## src/rtl/fccm_pkg.sv

```systemverilog
// ----------------------------------------------------------------------------
// fccm_pkg
// Shared types and constants of the FAT16 cluster chain manager: entry codes,
// command and status codes, sequencer states and the table access struct.
// ----------------------------------------------------------------------------
package fccm_pkg;

  localparam int TABLE_ENTRIES_DEF = 4096;

  localparam int VAL_W     = 16;  // table entry and result value width
  localparam int PTR_W     = 16;  // cluster pointer width in the sequencer
  localparam int CLUSTER_W = 12;
  localparam int COUNT_W   = 8;
  localparam int CFG_W     = 13;
  localparam int SIZE_W    = 17;  // holds the table size up to 65536

  localparam logic [CFG_W-1:0] CFG_RESET = 13'd4096;

  localparam logic [VAL_W-1:0] ENTRY_FREE  = 16'h0000;
  localparam logic [VAL_W-1:0] ENTRY_END   = 16'hFFFF;
  localparam logic [VAL_W-1:0] ENTRY_MEDIA = 16'hFFF8;

  localparam logic [PTR_W-1:0] ALLOC_BASE = 16'd2;

  typedef enum logic [1:0] {
    CMD_ALLOC = 2'd0,
    CMD_FREE  = 2'd1,
    CMD_READ  = 2'd2,
    CMD_WRITE = 2'd3
  } cmd_e;

  typedef enum logic [1:0] {
    ST_OK      = 2'd0,
    ST_NOSPACE = 2'd1,
    ST_RANGE   = 2'd2
  } status_e;

  typedef enum logic [2:0] {
    S_CLEAR,
    S_IDLE,
    S_SCAN_RD,
    S_SCAN_CHK,
    S_ALLOC_END,
    S_FREE_RD,
    S_FREE_CHK,
    S_READ_WAIT
  } state_e;

  typedef struct packed {
    logic rd;
    logic wr;
  } mem_ctl_t;

endpackage

```

## src/rtl/fccm_ctrl.sv

```systemverilog
// ----------------------------------------------------------------------------
// fccm_ctrl
// Command sequencer: clearing pass, first-fit chain allocation with rollback,
// chain free walk, single entry read and write. One pointer register with a
// shared incrementer and range compare drives the scan and free walk accesses.
// ----------------------------------------------------------------------------
module fccm_ctrl #(
  parameter int TABLE_ENTRIES = fccm_pkg::TABLE_ENTRIES_DEF,
  parameter int AW            = $clog2(TABLE_ENTRIES)
) (
  input  logic                           clk_i,
  input  logic                           rst_ni,
  input  logic                           start,
  output logic                           busy,
  input  logic [1:0]                     cmd_i,
  input  logic [fccm_pkg::CLUSTER_W-1:0] cluster_i,
  input  logic [fccm_pkg::COUNT_W-1:0]   count_i,
  input  logic [fccm_pkg::VAL_W-1:0]     entry_value_i,
  input  logic [fccm_pkg::SIZE_W-1:0]    size_i,
  output logic                           done_o,
  output logic [fccm_pkg::VAL_W-1:0]     value_o,
  output logic [1:0]                     status_o,
  output fccm_pkg::mem_ctl_t             mem_ctl_o,
  output logic [AW-1:0]                  mem_addr_o,
  output logic [fccm_pkg::VAL_W-1:0]     mem_wdata_o,
  input  logic [fccm_pkg::VAL_W-1:0]     mem_rdata_i
);
  import fccm_pkg::*;

  localparam logic [AW-1:0] LAST_ADDR = AW'(TABLE_ENTRIES - 1);

  state_e              state_q, state_d;
  logic [AW-1:0]       clr_q, clr_d;
  logic [PTR_W-1:0]    cur_q, cur_d;
  logic [PTR_W-1:0]    first_q, first_d;
  logic [AW-1:0]       prev_q, prev_d;
  logic [COUNT_W-1:0]  got_q, got_d;
  logic [COUNT_W-1:0]  want_q, want_d;
  logic                fail_q, fail_d;
  logic                done_q, done_d;
  logic [VAL_W-1:0]    value_q, value_d;
  logic [1:0]          status_q, status_d;

  logic [PTR_W-1:0]    cur_inc;
  logic                cur_lt_n;
  logic [COUNT_W-1:0]  got_inc;
  logic [PTR_W-1:0]    cl_ext;
  logic                cl_in_range;

  // shared pointer unit
  assign cur_inc     = cur_q + PTR_W'(1);
  assign cur_lt_n    = {1'b0, cur_q} < size_i;
  assign got_inc     = got_q + COUNT_W'(1);
  assign cl_ext      = {{(PTR_W-CLUSTER_W){1'b0}}, cluster_i};
  assign cl_in_range = {{(SIZE_W-CLUSTER_W){1'b0}}, cluster_i} < size_i;

  always_ff @(posedge clk_i or negedge rst_ni) begin
    if (!rst_ni) begin
      state_q <= S_CLEAR;
      clr_q   <= '0;
      done_q  <= 1'b0;
      fail_q  <= 1'b0;
    end else begin
      state_q <= state_d;
      clr_q   <= clr_d;
      done_q  <= done_d;
      fail_q  <= fail_d;
    end
  end

  always_ff @(posedge clk_i) begin
    cur_q    <= cur_d;
    first_q  <= first_d;
    prev_q   <= prev_d;
    got_q    <= got_d;
    want_q   <= want_d;
    value_q  <= value_d;
    status_q <= status_d;
  end

  always_comb begin
    state_d     = state_q;
    clr_d       = clr_q;
    cur_d       = cur_q;
    first_d     = first_q;
    prev_d      = prev_q;
    got_d       = got_q;
    want_d      = want_q;
    fail_d      = fail_q;
    done_d      = 1'b0;
    value_d     = value_q;
    status_d    = status_q;
    mem_ctl_o   = '0;
    mem_addr_o  = cur_q[AW-1:0];
    mem_wdata_o = ENTRY_FREE;

    case (state_q)
      S_CLEAR: begin
        mem_ctl_o.wr = 1'b1;
        mem_addr_o   = clr_q;
        if (clr_q == AW'(0)) begin
          mem_wdata_o = ENTRY_MEDIA;
        end else if (clr_q == AW'(1)) begin
          mem_wdata_o = ENTRY_END;
        end
        clr_d = clr_q + AW'(1);
        if (clr_q == LAST_ADDR) begin
          state_d = S_IDLE;
        end
      end

      S_IDLE: begin
        if (start) begin
          case (cmd_e'(cmd_i))
            CMD_ALLOC: begin
              if (count_i == '0) begin
                done_d   = 1'b1;
                value_d  = '0;
                status_d = ST_OK;
              end else begin
                want_d  = count_i;
                got_d   = '0;
                fail_d  = 1'b0;
                cur_d   = ALLOC_BASE;
                state_d = S_SCAN_RD;
              end
            end
            CMD_FREE: begin
              cur_d   = cl_ext;
              fail_d  = 1'b0;
              state_d = S_FREE_RD;
            end
            CMD_READ: begin
              if (cl_in_range) begin
                mem_ctl_o.rd = 1'b1;
                mem_addr_o   = cl_ext[AW-1:0];
                state_d      = S_READ_WAIT;
              end else begin
                done_d   = 1'b1;
                value_d  = '0;
                status_d = ST_RANGE;
              end
            end
            CMD_WRITE: begin
              done_d  = 1'b1;
              value_d = '0;
              if (cl_in_range) begin
                mem_ctl_o.wr = 1'b1;
                mem_addr_o   = cl_ext[AW-1:0];
                mem_wdata_o  = entry_value_i;
                status_d     = ST_OK;
              end else begin
                status_d = ST_RANGE;
              end
            end
            default: begin
              state_d = S_IDLE;
            end
          endcase
        end
      end

      S_SCAN_RD: begin
        if (cur_lt_n) begin
          mem_ctl_o.rd = 1'b1;
          state_d      = S_SCAN_CHK;
        end else if (got_q == '0) begin
          done_d   = 1'b1;
          value_d  = '0;
          status_d = ST_NOSPACE;
          state_d  = S_IDLE;
        end else begin
          // table ran out: terminate the partial chain, then roll it back
          fail_d  = 1'b1;
          state_d = S_ALLOC_END;
        end
      end

      S_SCAN_CHK: begin
        if (mem_rdata_i == ENTRY_FREE) begin
          if (got_q == '0) begin
            first_d = cur_q;
          end else begin
            // link the previous chain member to this one
            mem_ctl_o.wr = 1'b1;
            mem_addr_o   = prev_q;
            mem_wdata_o  = cur_q;
          end
          prev_d = cur_q[AW-1:0];
          got_d  = got_inc;
          if (got_inc == want_q) begin
            state_d = S_ALLOC_END;
          end else begin
            cur_d   = cur_inc;
            state_d = S_SCAN_RD;
          end
        end else begin
          cur_d   = cur_inc;
          state_d = S_SCAN_RD;
        end
      end

      S_ALLOC_END: begin
        mem_ctl_o.wr = 1'b1;
        mem_addr_o   = prev_q;
        mem_wdata_o  = ENTRY_END;
        if (fail_q) begin
          cur_d   = first_q;
          state_d = S_FREE_RD;
        end else begin
          done_d   = 1'b1;
          value_d  = first_q;
          status_d = ST_OK;
          state_d  = S_IDLE;
        end
      end

      S_FREE_RD: begin
        if (cur_q >= ALLOC_BASE && cur_lt_n) begin
          mem_ctl_o.rd = 1'b1;
          state_d      = S_FREE_CHK;
        end else begin
          done_d   = 1'b1;
          value_d  = '0;
          status_d = fail_q ? ST_NOSPACE : ST_OK;
          state_d  = S_IDLE;
        end
      end

      S_FREE_CHK: begin
        if (mem_rdata_i == ENTRY_FREE) begin
          done_d   = 1'b1;
          value_d  = '0;
          status_d = fail_q ? ST_NOSPACE : ST_OK;
          state_d  = S_IDLE;
        end else begin
          // zero before moving on, so a cyclic chain stops at a free entry
          mem_ctl_o.wr = 1'b1;
          mem_wdata_o  = ENTRY_FREE;
          if (mem_rdata_i == ENTRY_END) begin
            done_d   = 1'b1;
            value_d  = '0;
            status_d = fail_q ? ST_NOSPACE : ST_OK;
            state_d  = S_IDLE;
          end else begin
            cur_d   = mem_rdata_i;
            state_d = S_FREE_RD;
          end
        end
      end

      S_READ_WAIT: begin
        done_d   = 1'b1;
        value_d  = mem_rdata_i;
        status_d = ST_OK;
        state_d  = S_IDLE;
      end

      default: begin
        state_d = S_IDLE;
      end
    endcase
  end

  assign busy     = (state_q != S_IDLE);
  assign done_o   = done_q;
  assign value_o  = value_q;
  assign status_o = status_q;

endmodule

```

## config.mk

```make
export PLATFORM = sky130hd
export DESIGN_NAME = fccm_ctrl
export DESIGN_NICKNAME = d
export VERILOG_FILES = /design/src/rtl/fccm_pkg.sv /design/src/rtl/fccm_ctrl.sv
export SDC_FILE = /design/constraint.sdc
export NUM_CORES = 1
export LEC_CHECK = 0
export BUFFER_PORTS_ARGS = -buffer_cell sky130_fd_sc_hd__clkbuf_2
export CORE_ASPECT_RATIO = 0.5
export CORE_MARGIN = 4
export CORE_UTILIZATION = 51
export CTS_CLUSTER_DIAMETER = 30
export DETAILED_ROUTE_END_ITERATION = 8
export HOLD_SLACK_MARGIN = 0.1
export PLACE_DENSITY_LB_ADDON = 0.08
export REMOVE_ABC_BUFFERS = 1
export SETUP_SLACK_MARGIN = 0.4
export SLEW_MARGIN = 25
export SYNTH_ARGS = -nofsm -noshare
export SYNTH_HDL_FRONTEND = slang
export SYNTH_SLANG_ARGS = --single-unit
```

## constraint.sdc

```tcl
create_clock -name clk_i -period 2.7 [get_ports clk_i]
set_input_delay 0.54 -clock clk_i [delete_from_list [all_inputs] [get_ports clk_i]]
set_output_delay 0.54 -clock clk_i [all_outputs]
set_load 0.02 [all_outputs]
```

; ---- Word-level counts from Yosys, hierarchy flattened
; Index checks and enable logic that the tools add are counted.
; W data, S select, Z words.
[totals]
wordCells = 170
output_inout_bits = 50
reg_bits = 95
input_bits = 74
[classes]
n_addsub = 3
n_bitwise = 1
mux = 94
order_cmp = 3
eq_ne = 37
n_reduce_logical = 21
[op_table]
columns = cell, n
row1 = $mux W16, 23
row2 = $pmux W16 S4, 2
row3 = $pmux W16 S6, 1
row4 = $mux W12, 5
row5 = $pmux W12 S4, 1
row6 = $pmux W16 S3, 1
row7 = $mux W3, 12
row8 = $mux W8, 4
row9 = $pmux W16 S2, 1
row10 = $ne A2 B2 Y1 const B, 12
row11 = $pmux W3 S8, 1
row12 = $mux W1, 22
row13 = $mux W2, 11
row14 = $ne A3 B3 Y1 const B, 6
row15 = $lt A12 B17 Y1, 1
row16 = $lt A16 B17 Y1, 1
row17 = $add A16 B1 Y16 const B, 1
row18 = $eq A16 B16 Y1 const B, 1
row19 = $ge A16 B2 Y1 const B, 1
row20 = $logic_not A16 Y1, 1
row21 = $logic_not A8 Y1, 2
row22 = $pmux W8 S2, 1
row23 = $add A12 B1 Y12 const B, 1
row24 = $eq A12 B1 Y1 const B, 1
row25 = 34 further kinds, 46

; ---- Logic depth before layout (Yosys ltp)
; Gate-level depths: netlist of run 1.
[logic_depth]
depth_word = 5
depth_mapped = 10
ltp_nobuf = 9

; ---- Least setup slack after synthesis of run 1
; No wires, ideal clock.
[synth_path]
path_type = input-to-output
from = input size_i[8] (netlist name)
to = output mem_addr_o[10]
required_ns = 2.160
stages = 10
arrival_ns = 2.505
setup_slack_ns = -0.345
path_buffers = 1
cell_sequence = inv_1 -> ha_1 -> and4_1 -> a21oi_1 -> and2_1 -> o211ai_1 -> a21oi_2 -> buf_2 -> nor3_1 -> a211oi_1
[synth_between]
elab_chain_len = 5
[synth_lines]
columns = element, line_no
row1 = from (decl), fccm_ctrl.sv:19  ; input logic [fccm_pkg::SIZE_W-1:0] size_i,
row2 = $lt A12 B17 Y1, fccm_ctrl.sv:55  ; assign cl_in_range = {{(SIZE_W-CLUSTER_W){1'b0}}, cluster_i} < size_i;
row3 = $mux W12, "fccm_ctrl.sv:134, fccm_ctrl.sv:147"
row4 = $mux W12, --
row5 = $mux W12, fccm_ctrl.sv:113  ; if (start) begin
row6 = $pmux W12 S4, fccm_ctrl.sv:97  ; case (state_q)
row7 = to (decl), fccm_ctrl.sv:24  ; output logic [AW-1:0] mem_addr_o,
; No other way between the ends.

; ---- Worst setup path after layout of run 1
[layout_path]
from = input size_i[6] (netlist name)
to = output mem_addr_o[6]
; The elaborated chain is that of the path after synthesis.

==> results of run 1 <==
-- power breakdown --
| group | internal [mW] | total [mW] | switching (mW) | leakage [nW] |
|---|---|---|---|---|
| logic | 2.60 | 6.15 | 3.55 | 2.83 |
| clock network | 0.648 | 1.29 | 0.641 | 0.142 |
| registers | 2.13 | 2.43 | 0.302 | 0.956 |
-- repair_timing --
action	CTS	global route
resized for setup	67	119
gates cloned	5	1
buffers inserted	12	8
hold buffers	0	0
setup endpoints to repair	69	70
pin swaps	23	44
-- cells by family after synthesis --
logic type | Yosys count
buffers and inverters | 79
adder cells (fa/ha/maj) | 39
AND/OR/NAND/NOR | 210
flip-flops | 95
multiplexers | 27
XOR/XNOR | 36
AO/OA/AOI/OAI | 189
-- worst paths after layout --
| check | to | depth (start not counted) | start | slack, ns |
|---|---|---|---|---|
| worst max-delay path | mem_addr_o[6] | 15 | size_i[6] | -0.42 |
| worst min-delay path | clr_q[0]$_DFFE_PN0N_ | 1 | rst_ni | 0.12 |
| worst max register to register | value_o[13]$_DFFE_PP_ | 12 | cur_q[8]$_DFFE_PP_ | -0.07 |
| worst min register to register | clr_q[5]$_DFFE_PN0N_ | 1 | clr_q[5]$_DFFE_PN0N_ | 0.51 |
| max in group asynchronous | state_q[1]$_DFFE_PN0P_ | 1 | rst_ni | 2.25 |
| min in group clk_i | want_q[2]$_DFFE_PP_ | 1 | count_i[2] | 0.37 |
-- cells in the mapped netlist (all sizes together), types with 12 or more instances --
cell type   n  area, µm²
a211oi     15        118
a21oi      33        173
a221o      16        160
a22o       17        149
buf        23        143
clkbuf     23       86.3
dfrtp      17        425
edfxtp     78       2340
ha         39        488
inv        32        120
mux2i      24        240
nand2      41        154
nand3      21        105
nand4      12       75.1
nor2       69        259
nor3       18       90.1
nor4       15       93.8
o21ai      39        225
o22ai      27        169
xnor2      18        158
xor2       17        149
-- sequential cells by signal, indices dropped and copies added (netlist names) --
| register | count |
|---|---|
| cur_q | 16 |
| got_q | 8 |
| fail_q | 1 |
| value_o | 16 |
| first_q | 16 |
| clr_q | 12 |
| done_o | 1 |
| want_q | 8 |
| status_o | 2 |
| state_q | 3 |
| prev_q | 12 |
-- area by class of cell --
cell class,instances,area [µm²],area share
Multi-Input combinational cell,502,3880,0.415
Clock buffer,9,225,0.0241
Sequential cell,95,2770,0.296
Tap cell,165,206,0.0221
Timing Repair Buffer,268,2080,0.222
Clock inverter,7,68.8,0.00736
Inverter,33,126,0.0135
-- worst max-delay path, stage by stage --
cell,delay [ns]
buf_6,0.07
inv_4,0.03
buf_6,0.10
ha_4,0.25
and4_4,0.22
a21oi_2,0.06
and2_4,0.14
o211ai_1,0.09
buf_4,0.17
a21oi_4,0.07
buf_6,0.14
buf_8,0.14
buf_6,0.12
a211oi_4,0.28
buf_6,0.16
-- layer usage --
layer  GRT usage  vias up  part of all wire
met1       0.459     3154              0.44
met2       0.427      404              0.42
met3      0.0933       36              0.13
li1            -     3034                 -
met4      0.0685        2             0.012
met5           0        -           0.00047
-- per-stage QoR --
| step | std cells | cell area (µm²) |
|---|---|---|
| after floorplan | 629 | 6350 |
| after global placement | 1037 | 8120 |
| after detailed placement | 1037 | 8120 |
| after CTS | 1070 | 8880 |
| after global routing | 1079 | 9360 |
| final | 1079 | 9360 |
==> metrics.md, run 1 <==
| Metric | Value |
|---|---|
| Status | complete, but fails checks |
| Violations in the final reports | negative setup slack |
| Critical Path Start Type | input pin |
| Boundary pin count | approximately 120 |
| Number of global-route vias before repair | 6,162 |
| Area of the die | about 15,000 µm² |
| Initial Util | 0.540 |
| Pins Over Slew Limit | 0 |
| Crit. End Element | output pin |
| CORE AREA | 12,200 µm² |
| Final worst path period share | 1.16 |
| IO Port Bufs | 123 |
| Final nets | roughly 1,000 |
| DRC viols | 0 |
| Post-synthesis register bit count | 95 |
| Total gr overflow | 0 |
| Crit Path Max Fanout | 8 |
| Most common cell after layout, fill and taps aside | buf_4 |
| Count of unique library cells instantiated by Yosys | 64 |
| Clock transition at path regs | 0.08 ns |
| CTS tree | built |
| Asr flop ratio synth | 0.179 |
| Antenna violations before repair | 1 |
| RSZ-0062 raised after global routing | yes |
| Critical Path AT | approximately 2.6 ns |
| Final Hold Vio Count | 0 |
| Syn_area_per_cell | between 9 and 10 µm² |
| DPL Wire Length | 16,700 µm |
| Site row count | 28 |
| Warnings, synthesis | 0 |
| Sum of negative setup slack | -11.08 ns |
| Remaining antenna violation count | 0 |
| Compound-Gate Fraction of Synth Area | 0.205 |
| H-tree depth | 3 |
| Wirelength per Cell | 21.8 µm |
| Clock latency on the worst-skew pair | 0.36 ns |
| Simple-gate share of the synthesized area | 0.155 |
| Die X | 169 µm |
| Die height | 88.3 µm |
| PwrDens | 1060 nW/µm² |
| Leakage power | 3.93 nW |
| PnR worst setup slack | -0.424 ns |
| HP Class | in2async |
| Drt total wl | 23,500 µm |
| Fmax | between 300 and 400 MHz |
| Top FF cell, synth | edfxtp_1 |
| Largest net degree at the start of global routing | 35 |
| Critical path data required time | 2.16 ns |
| Mapped cell area | 6580 µm² |
| Adder-cell area share of the yosys netlist | 0.0742 |
| DR vias | 6,630 |
| Gpl congestion | 0.967 |
| Diode count | 0 |
| Post-Syn Instances | 675 |
| Commonest non-fill, non-tap cells in the layout | buf_4, clkbuf_2, edfxtp_1 |
| Final min period | 3.12 ns |
| Main combinational cell family by area after synthesis | compound AO/OA/AOI/OAI gates |
| Worst IR drop on VDD | 854 µV |
| Post-synthesis mux area share | 0.0417 |
| First-pass GRT wire length | around 34,000 µm |
| Critical path type | in2out |
| Drt first pass iters | 5 |
| Final-report setup violation count | 48 |
| Vias/cell | 6.14 |
| CTS Buffer Depth | 2 |
| Clock root buffer | clkbuf_16 |
| Proportion of layout cells with a drive suffix above 1 | 0.405 |
| Worst slew pin tran | 0.709 ns |
| CTS Buf Count | 9 |
| Dpl ws | -0.615 ns |
| Fill count | 866 |
| Fin util | 0.767 |
| GRT Util Overall | 0.304 |
| XOR/XNOR Fraction of Synth Area | 0.0500 |
| Final Hold Slack | 0.121 ns |
| Layout area overhead | 42.2% |
| DRT iter0 DRCs | around 1,100 |
| Max-cap viol count | 0 |
| CTS sink cnt | 95 |
| Overall power | 9.87 mW |
| Skew final | roughly 0.010 ns |
| Post-synth EDFFs | 78 |
| Slew margin rel. | 0.525 |
| Sequential area share after synthesis | 0.421 |
Power figures use the tool's default switching activity.
==> run 2, diff against run 1 <==
--- a/config.mk
+++ b/config.mk
@@ -5,10 +5,11 @@
 export SDC_FILE = /design/constraint.sdc
 export NUM_CORES = 1
 export LEC_CHECK = 0
+export ABC_AREA = 1
 export BUFFER_PORTS_ARGS = -buffer_cell sky130_fd_sc_hd__clkbuf_2
 export CORE_ASPECT_RATIO = 0.5
 export CORE_MARGIN = 4
-export CORE_UTILIZATION = 51
+export CORE_UTILIZATION = 52
 export CTS_CLUSTER_DIAMETER = 30
 export DETAILED_ROUTE_END_ITERATION = 8
 export HOLD_SLACK_MARGIN = 0.1
==> run 2 against run 1 <==
Flip-flop and latch count unchanged; synthesized area increased by 6.8%; clock skew decreased by 0.0017 ns; the flow still finishes with violations (negative setup slack).
==> metrics.md, run 2 <==
| Metric | Value |
|---|---|
| Fill count | 984 (+14%) |
| Commonest non-fill, non-tap cells in the layout | nand2_1, inv_1, buf_4 |
| Final worst path period share | 1.06 (-0.0932) |
| IO Port Bufs | 123 (unchanged) |
| Worst r2r path cells | 11 (-1) |
| Critical Path Start Type | input pin |
| Most common cell after layout, fill and taps aside | nand2_1 |
| Crit. End Element | output pin |
| Count of unique library cells instantiated by Yosys | 54 (-16%) |
| Final instance area | 9580 µm² (+2.4%) |
| DRC viols | 0 (unchanged) |
| GRT Util Overall | 0.315 (+0.0116) |
| Drt total wl | 25,400 µm (+8.0%) |
| Antenna violations before repair | 0 (-1) |
| Multi-input logic area | 3910 µm² (+0.71%) |
| Sequential Area | 2770 µm² (about the same) |
| Fmax | 348 MHz (+8.8%) |
| Vias/cell | 5.87 (-4.4%) |
| Status | complete, but fails checks |
| Final Hold Vio Count | 0 (unchanged) |
| First-pass GRT wire length | 38,000 µm (+11%) |
| DR vias | 7,302 (+10%) |
| HP Class | in2async |
| Worst slew pin tran | 0.525 ns (-0.184 ns) |
| DPL Wire Length | 18,600 µm (+11%) |
| Diode count | 0 (unchanged) |
| Critical path type | in2out |
| Cells along the critical path | buf_6, inv_4, ha_4, a21o_1, o21bai_4, nand2_2, nand2_2, nand4_1, buf_6, nand2_1, nand3_1, a21oi_2, clkbuf_4 |
| Clock transition at path regs | 0.07 ns (about the same) |
| Remaining antenna violation count | 0 (unchanged) |
| Final min period | 2.87 ns (-0.252 ns) |
| Top FF cell, synth | edfxtp_1 |
| Die X | 172 µm (+2.2%) |
| CTS tree | built |
| Gpl congestion | 0.967 (about the same) |
| Asr flop ratio synth | 0.179 (unchanged) |
| Top-count cell post-synth | nand2_1 |
| CTS Buffer Depth | 2 (unchanged) |
| Critical Path End | mem_addr_o[1] |
| DRT iter0 DRCs | 874 (-17%) |
| Worst path bufs/invs | 4 (-4) |
| Post-synth top area cell | edfxtp_1 |
| Leakage power | 4.48 nW (+14%) |
| Wirelength per Cell | 20.4 µm (-6.2%) |
| Post-synthesis register bit count | 95 (unchanged) |
| Critical path origin | size_i[4] |
| PwrDens | 964 nW/µm² (-8.6%) |
| Final-report setup violation count | 29 (-40%) |
| Total gr overflow | 0 (unchanged) |
| Critical path data required time | 2.16 ns (about the same) |
| Worst IR drop on VDD | 602 µV (-29%) |
| Syn_area_per_cell | 8.16 µm² (-16%) |
| Crit. path cell count | 13 (-2) |
| Slew margin rel. | 0.650 (+0.124) |
| Slowest stage delay, CP | 0.19 ns (-0.09 ns) |
| H-tree depth | 3 (unchanged) |
| Top cells by area, synth | edfxtp_1, nand2_1, inv_1, ha_1, dfrtp_1 |
| Final Hold Slack | 0.136 ns (+0.0150 ns) |
| Pins Over Slew Limit | 0 (unchanged) |
| Top post-synthesis cells by count | nand2_1, inv_1, edfxtp_1 |
| Mapped cell area | 7020 µm² (+6.8%) |
| Initial Util | 0.544 (+0.00417) |
| Crit-path leading delay family | simple AND/OR/NAND/NOR gates |
| Skew final | 0.00870 ns (-0.00166 ns) |
| Post-Syn Instances | 861 (+28%) |
| Number of global-route vias before repair | 6,960 (+13%) |
| Clock root buffer | clkbuf_16 |
| Drt first pass iters | 6 (+1) |
| Overall power | 9.23 mW (-6.5%) |
| Post-synth top area share | 0.334 (-0.0226) |
| Setup slack, reg-to-reg | 0.15 ns (+0.22 ns) |
| PnR worst setup slack | -0.173 ns (+0.252 ns) |
| Crit Path Max Fanout | 9 (+1) |
| Layout area overhead | 36.3% |
| Clock latency on the worst-skew pair | 0.36 ns (about the same) |
| Area of the die | 15,500 µm² (+4.4%) |
| CORE AREA | 12,900 µm² (+6.0%) |
| Largest net degree at the start of global routing | 29 (-17%) |
| Final nets | 1,181 (+16%) |
| Post-synth EDFFs | 78 (unchanged) |
| CTS Buf Count | 9 (unchanged) |
| RSZ-0062 raised after global routing | yes |
| CP max stage cell | ha_4 |
| Reg2reg end | value_o[15]$_DFFE_PP_ |
| Die height | 90.2 µm (+2.1%) |
| Critical Path AT | 2.33 ns (-0.25 ns) |
| Area post-placement | 8350 µm² (+2.8%) |
| Proportion of layout cells with a drive suffix above 1 | 0.355 (-0.0497) |
| Warnings, synthesis | 0 (unchanged) |
| Site row count | 29 (+3.6%) |
| Boundary pin count | 124 (unchanged) |
| Max-cap viol count | 0 (unchanged) |
| Violations in the final reports | negative setup slack |
| Reg2reg start | cur_q[8]$_DFFE_PP_ |
| Hold buffer count at CTS | 0 (unchanged) |
| Sequential area share after synthesis | 0.394 (-0.0267) |
| CTS sink cnt | 95 (unchanged) |
==> run 2: cell count changes in the layout (fill, tap and decap cells not counted), sizes merged, moves of 16 or more <==
cell,before,now
nand2,41,170
inv,34,155
buf,173,117
nand4,12,40
nand3,21,46
mux2i,24,0
nor2,69,90
a22o,17,0
a221o,16,0
==> run 2: routing by layer <==
layer	global-route usage	vias to the layer above	part of all wire
met5	0	-	0
met4	0.0595	0	0.016
met3	0.0960	47	0.13
met2	0.475	472	0.44
met1	0.451	3401	0.41
li1	-	3382	-
==> run 2: worst min path at each step <==
| stage | from | end | slack (ns) |
|---|---|---|---|
| 4_1_cts | rst_ni | done_o$_DFF_PN0_ | 0.15 |
| 5_1_grt | rst_ni | done_o$_DFF_PN0_ | 0.16 |
| 2_1_floorplan | rst_ni | clr_q[0]$_DFFE_PN0N_ | 0.24 |
| 3_5_place_dp | rst_ni | done_o$_DFF_PN0_ | 0.52 |
| 3_3_place_gp | rst_ni | done_o$_DFF_PN0_ | 0.51 |
| 6_report | rst_ni | fail_q$_DFFE_PN0P_ | 0.14 |
==> run 2: kinds of logic after synthesis <==
family	after synthesis	synth area share
and+or+nand+nor	371	0.254
buffers and inverters	178	0.105
AOI/OAI and AO/OA	165	0.161
DFF	95	0.394
adders and majority gates	39	0.0695
xor gates and xnor gates	13	0.0162
==> run 2: power breakdown <==
group	leakage [nW]	switching (mW)	internal [mW]
Sequential	0.951	0.285	2.14
Clock	0.136	0.633	0.645
Combinational	3.39	3.41	2.12
Total	4.48	4.33	4.91
==> run 2: area by class of cell <==
cell class,count,share of cell area
clock buffer,9,0.0235
clock inverter,7,0.00666
inverter,153,0.0612
multi-input combinational,590,0.408
sequential,95,0.289
tap,170,0.0222
timing repair buffer,219,0.189
==> run 2: worst reg2reg max path, cell delays in order (launching register included) <==
cell	delay [ns]
edfxtp_1	0.42
ha_1	0.31
nand2_1	0.12
nor2_2	0.19
o21ai_2	0.09
nand2_2	0.13
nand2_1	0.11
nand4_1	0.12
buf_4	0.14
nand4_1	0.14
nor2_4	0.28
clkbuf_16	0.21
==> run 2: repair_timing <==
item / 4_1_cts / 5_1_grt
gates resized for setup: 109 / 77
pin swaps: 16 / 22
setup buffers: 8 / 2
cloned: 3 / 4
endpoints found under the setup margin: 48 / 65
==> run 2: stage by stage <==
stage          cells  setup slack [ns]  setup TNS (ns)  utilization
2_1_floorplan    836            -0.296           -8.52            -
6_report        1243            -0.173           -2.08        0.741
5_1_grt         1243            -0.231           -4.37        0.741
3_3_place_gp    1210            -0.164           -3.77        0.646
4_1_cts         1237            -0.129          -0.791        0.716
3_5_place_dp    1210            -0.209           -5.67        0.646
==> run 3, diff against run 2 <==
--- a/config.mk
+++ b/config.mk
@@ -13,7 +13,7 @@
 export CTS_CLUSTER_DIAMETER = 30
 export DETAILED_ROUTE_END_ITERATION = 8
 export HOLD_SLACK_MARGIN = 0.1
-export PLACE_DENSITY_LB_ADDON = 0.08
+export PLACE_DENSITY = 0.78
 export REMOVE_ABC_BUFFERS = 1
 export SETUP_SLACK_MARGIN = 0.4
 export SLEW_MARGIN = 25
==> run 3 against run 2 <==
Global-route usage decreased by 0.83 points; first-iteration DRC count grew 17%; via count grew 4.1%; the run still ends with negative setup slack left; setup slack worse by 0.035 ns; final area rose by 1.8%; flip-flop and latch count is the same; wire length up 1.3%; sequential power fell by 2%; count of clock-buffer cells in the layout up 1; fmax decreased by 1.2%; largest power group unchanged; power rose by 4.2%.
==> metrics.md, run 3 (same netlist as run 2, synthesis figures left out) <==
| Metric | Value |
|---|---|
| Status | complete, but fails checks |
| Violations in the final reports | negative setup slack |
| CTS Buf Count | 9 (unchanged) |
| Commonest non-fill, non-tap cells in the layout | nand2_1, inv_1, buf_4 |
| Final nets | 1,186 (+0.42%) |
| Layout area overhead | 38.7% |
| Area of the die | 15,500 µm² (unchanged) |
| Gpl congestion | 0.973 (+0.67%) |
| Proportion of layout cells with a drive suffix above 1 | 0.377 (+0.0215) |
| Vias/cell | 6.09 (+3.7%) |
| HP Class | in2async |
| Worst slew pin tran | 0.523 ns (-0.00216 ns) |
| Clock transition at path regs | 0.08 ns (about the same) |
| H-tree depth | 3 (unchanged) |
| Total gr overflow | 0 (unchanged) |
| CP max stage cell | o211ai_1 |
| Initial Util | 0.544 (unchanged) |
| Cells along the critical path | buf_6, inv_4, ha_4, a21o_1, o21bai_1, nand2_1, buf_6, a21oi_4, nand4_1, o211ai_1, buf_4 |
| CP most frequent cell | buf_6 |
| Leakage power | 4.58 nW (+2.2%) |
| PnR worst setup slack | -0.208 ns (-0.0354 ns) |
| PwrDens | 987 nW/µm² (+2.4%) |
| Hold buffer count at CTS | 0 (unchanged) |
| DR vias | 7,600 (+4.1%) |
| Final Hold Slack | 0.138 ns (+0.00167 ns) |
| Slew margin rel. | 0.651 (+0.00144) |
| First-pass GRT wire length | 37,500 µm (-1.5%) |
| Final min period | 2.91 ns (+0.0354 ns) |
| Non-filler cells, final | 1,248 (+0.40%) |
| Antenna violations before repair | 1 (+1) |
| Worst path bufs/invs | 4 (unchanged) |
| Sequential Area | 2770 µm² (about the same) |
| Critical path type | in2out |
| IO Port Bufs | 123 (unchanged) |
| Skew final | 0.0162 ns (+0.00750 ns) |
| Slowest stage delay, CP | 0.26 ns (+0.07 ns) |
| Die X | 172 µm (unchanged) |
| Clock latency on the worst-skew pair | 0.35 ns (about the same) |
| Diode count | 0 (unchanged) |
| CTS sink cnt | 95 (unchanged) |
| DRC viols | 0 (unchanged) |
| Multi-input logic area | 4070 µm² (+4.0%) |
| Final Hold Vio Count | 0 (unchanged) |
| Drt total wl | 25,700 µm (+1.3%) |
| DRT iter0 DRCs | 1,024 (+17%) |
| GRT Util Overall | 0.307 (-0.00830) |
| Most common cell after layout, fill and taps aside | nand2_1 |
| Critical Path AT | 2.37 ns (+0.04 ns) |
| Wirelength per Cell | 20.6 µm (+0.86%) |
| Fill count | 933 (-5.2%) |
| Remaining antenna violation count | 0 (unchanged) |
| Worst IR drop on VDD | 685 µV (+14%) |
| CTS Buffer Depth | 2 (unchanged) |
| DPL Wire Length | 18,300 µm (-1.2%) |
| CORE AREA | 12,900 µm² (unchanged) |
| RSZ-0062 raised after global routing | yes |
| Number of global-route vias before repair | 6,982 (+0.32%) |
| Cells after DPL | 1,205 (-0.41%) |
| Drt first pass iters | 6 (unchanged) |
| Overall power | 9.62 mW (+4.2%) |
| Fmax | 344 MHz (-1.2%) |
| Clock root buffer | clkbuf_16 |
| Dpl ws | -0.189 ns (+0.0207 ns) |
| Critical Path Start Type | input pin |
| CTS tree | built |
| Crit. End Element | output pin |
| Boundary pin count | 124 (unchanged) |
| Largest net degree at the start of global routing | 29 (unchanged) |
| Critical path data required time | 2.16 ns (about the same) |
| Die height | 90.2 µm (unchanged) |
| Pins Over Slew Limit | 0 (unchanged) |
| Final worst path period share | 1.08 (+0.0131) |
| Crit-path leading delay family | compound AO/OA/AOI/OAI gates |
| Max-cap viol count | 0 (unchanged) |
| Final-report setup violation count | 30 (+3.4%) |
| Site row count | 29 (unchanged) |
| Crit Path Max Fanout | 3 (-6) |
## run 3: cell types whose count changed in the layout (fill, tap and decap cells not counted), moves of 5 or more
cell	change
nand3_2	+11
nand2_4	+8
clkbuf_2	+6
nor2_4	+5
nand3_1	-11
nand2_1	-10
## run 3: cell type report
cell class / instances / share of cell area
Clock buffer: 10 / 0.0235
Clock inverter: 6 / 0.00758
Inverter: 153 / 0.0601
Multi-Input combinational cell: 590 / 0.417
Sequential cell: 95 / 0.284
Tap cell: 170 / 0.0218
Timing Repair Buffer: 224 / 0.185
## run 3: layer usage
metal	GRT usage	vias to the layer above	wire (µm)
met2	0.458	526	11300
li1	-	3397	-
met1	0.443	3597	10300
met3	0.0995	78	3490
met4	0.0523	2	604
met5	0	-	20
## run 3: per-stage QoR
stage	setup TNS [ns]	cell area, µm²	utilization
after global placement	-3.02	8300	0.642
after detailed placement	-4.84	8300	0.642
after global routing	-6.35	9740	0.754
after CTS	-2.60	9160	0.709
final	-3.99	9740	0.754
after floorplan	-8.52	6870	-
## run 3: what timing repair did
action	in CTS	in global routing
buffers inserted	9	13
gates cloned	3	2
endpoints found under the hold margin	0	0
gates resized for setup	97	125
setup endpoints to repair	66	73
pin swaps	20	41
## run 3: path summary, 6_finish.rpt
kind / start / to / slack (ns) / cells after the start
worst max-delay path: size_i[4] / mem_ctl_o[1] / -0.21 / 11
worst min-delay path: rst_ni / done_o$_DFF_PN0_ / 0.14 / 1
worst max register to register: cur_q[12]$_DFFE_PP_ / value_o[9]$_DFFE_PP_ / 0.19 / 12
worst min register to register: fail_q$_DFFE_PN0P_ / fail_q$_DFFE_PN0P_ / 0.54 / 2
max in group asynchronous: rst_ni / clr_q[8]$_DFFE_PN0N_ / 2.21 / 1
min in group clk_i: count_i[3] / want_q[3]$_DFFE_PP_ / 0.38 / 1
## run 3: power breakdown
group          leakage [nW]  total, mW  internal, mW  switching [mW]
Combinational          3.48       5.87          2.28            3.59
Clock                 0.142       1.36         0.734           0.628
Sequential            0.953       2.38          2.13           0.251
Total                  4.58       9.62          5.15            4.47
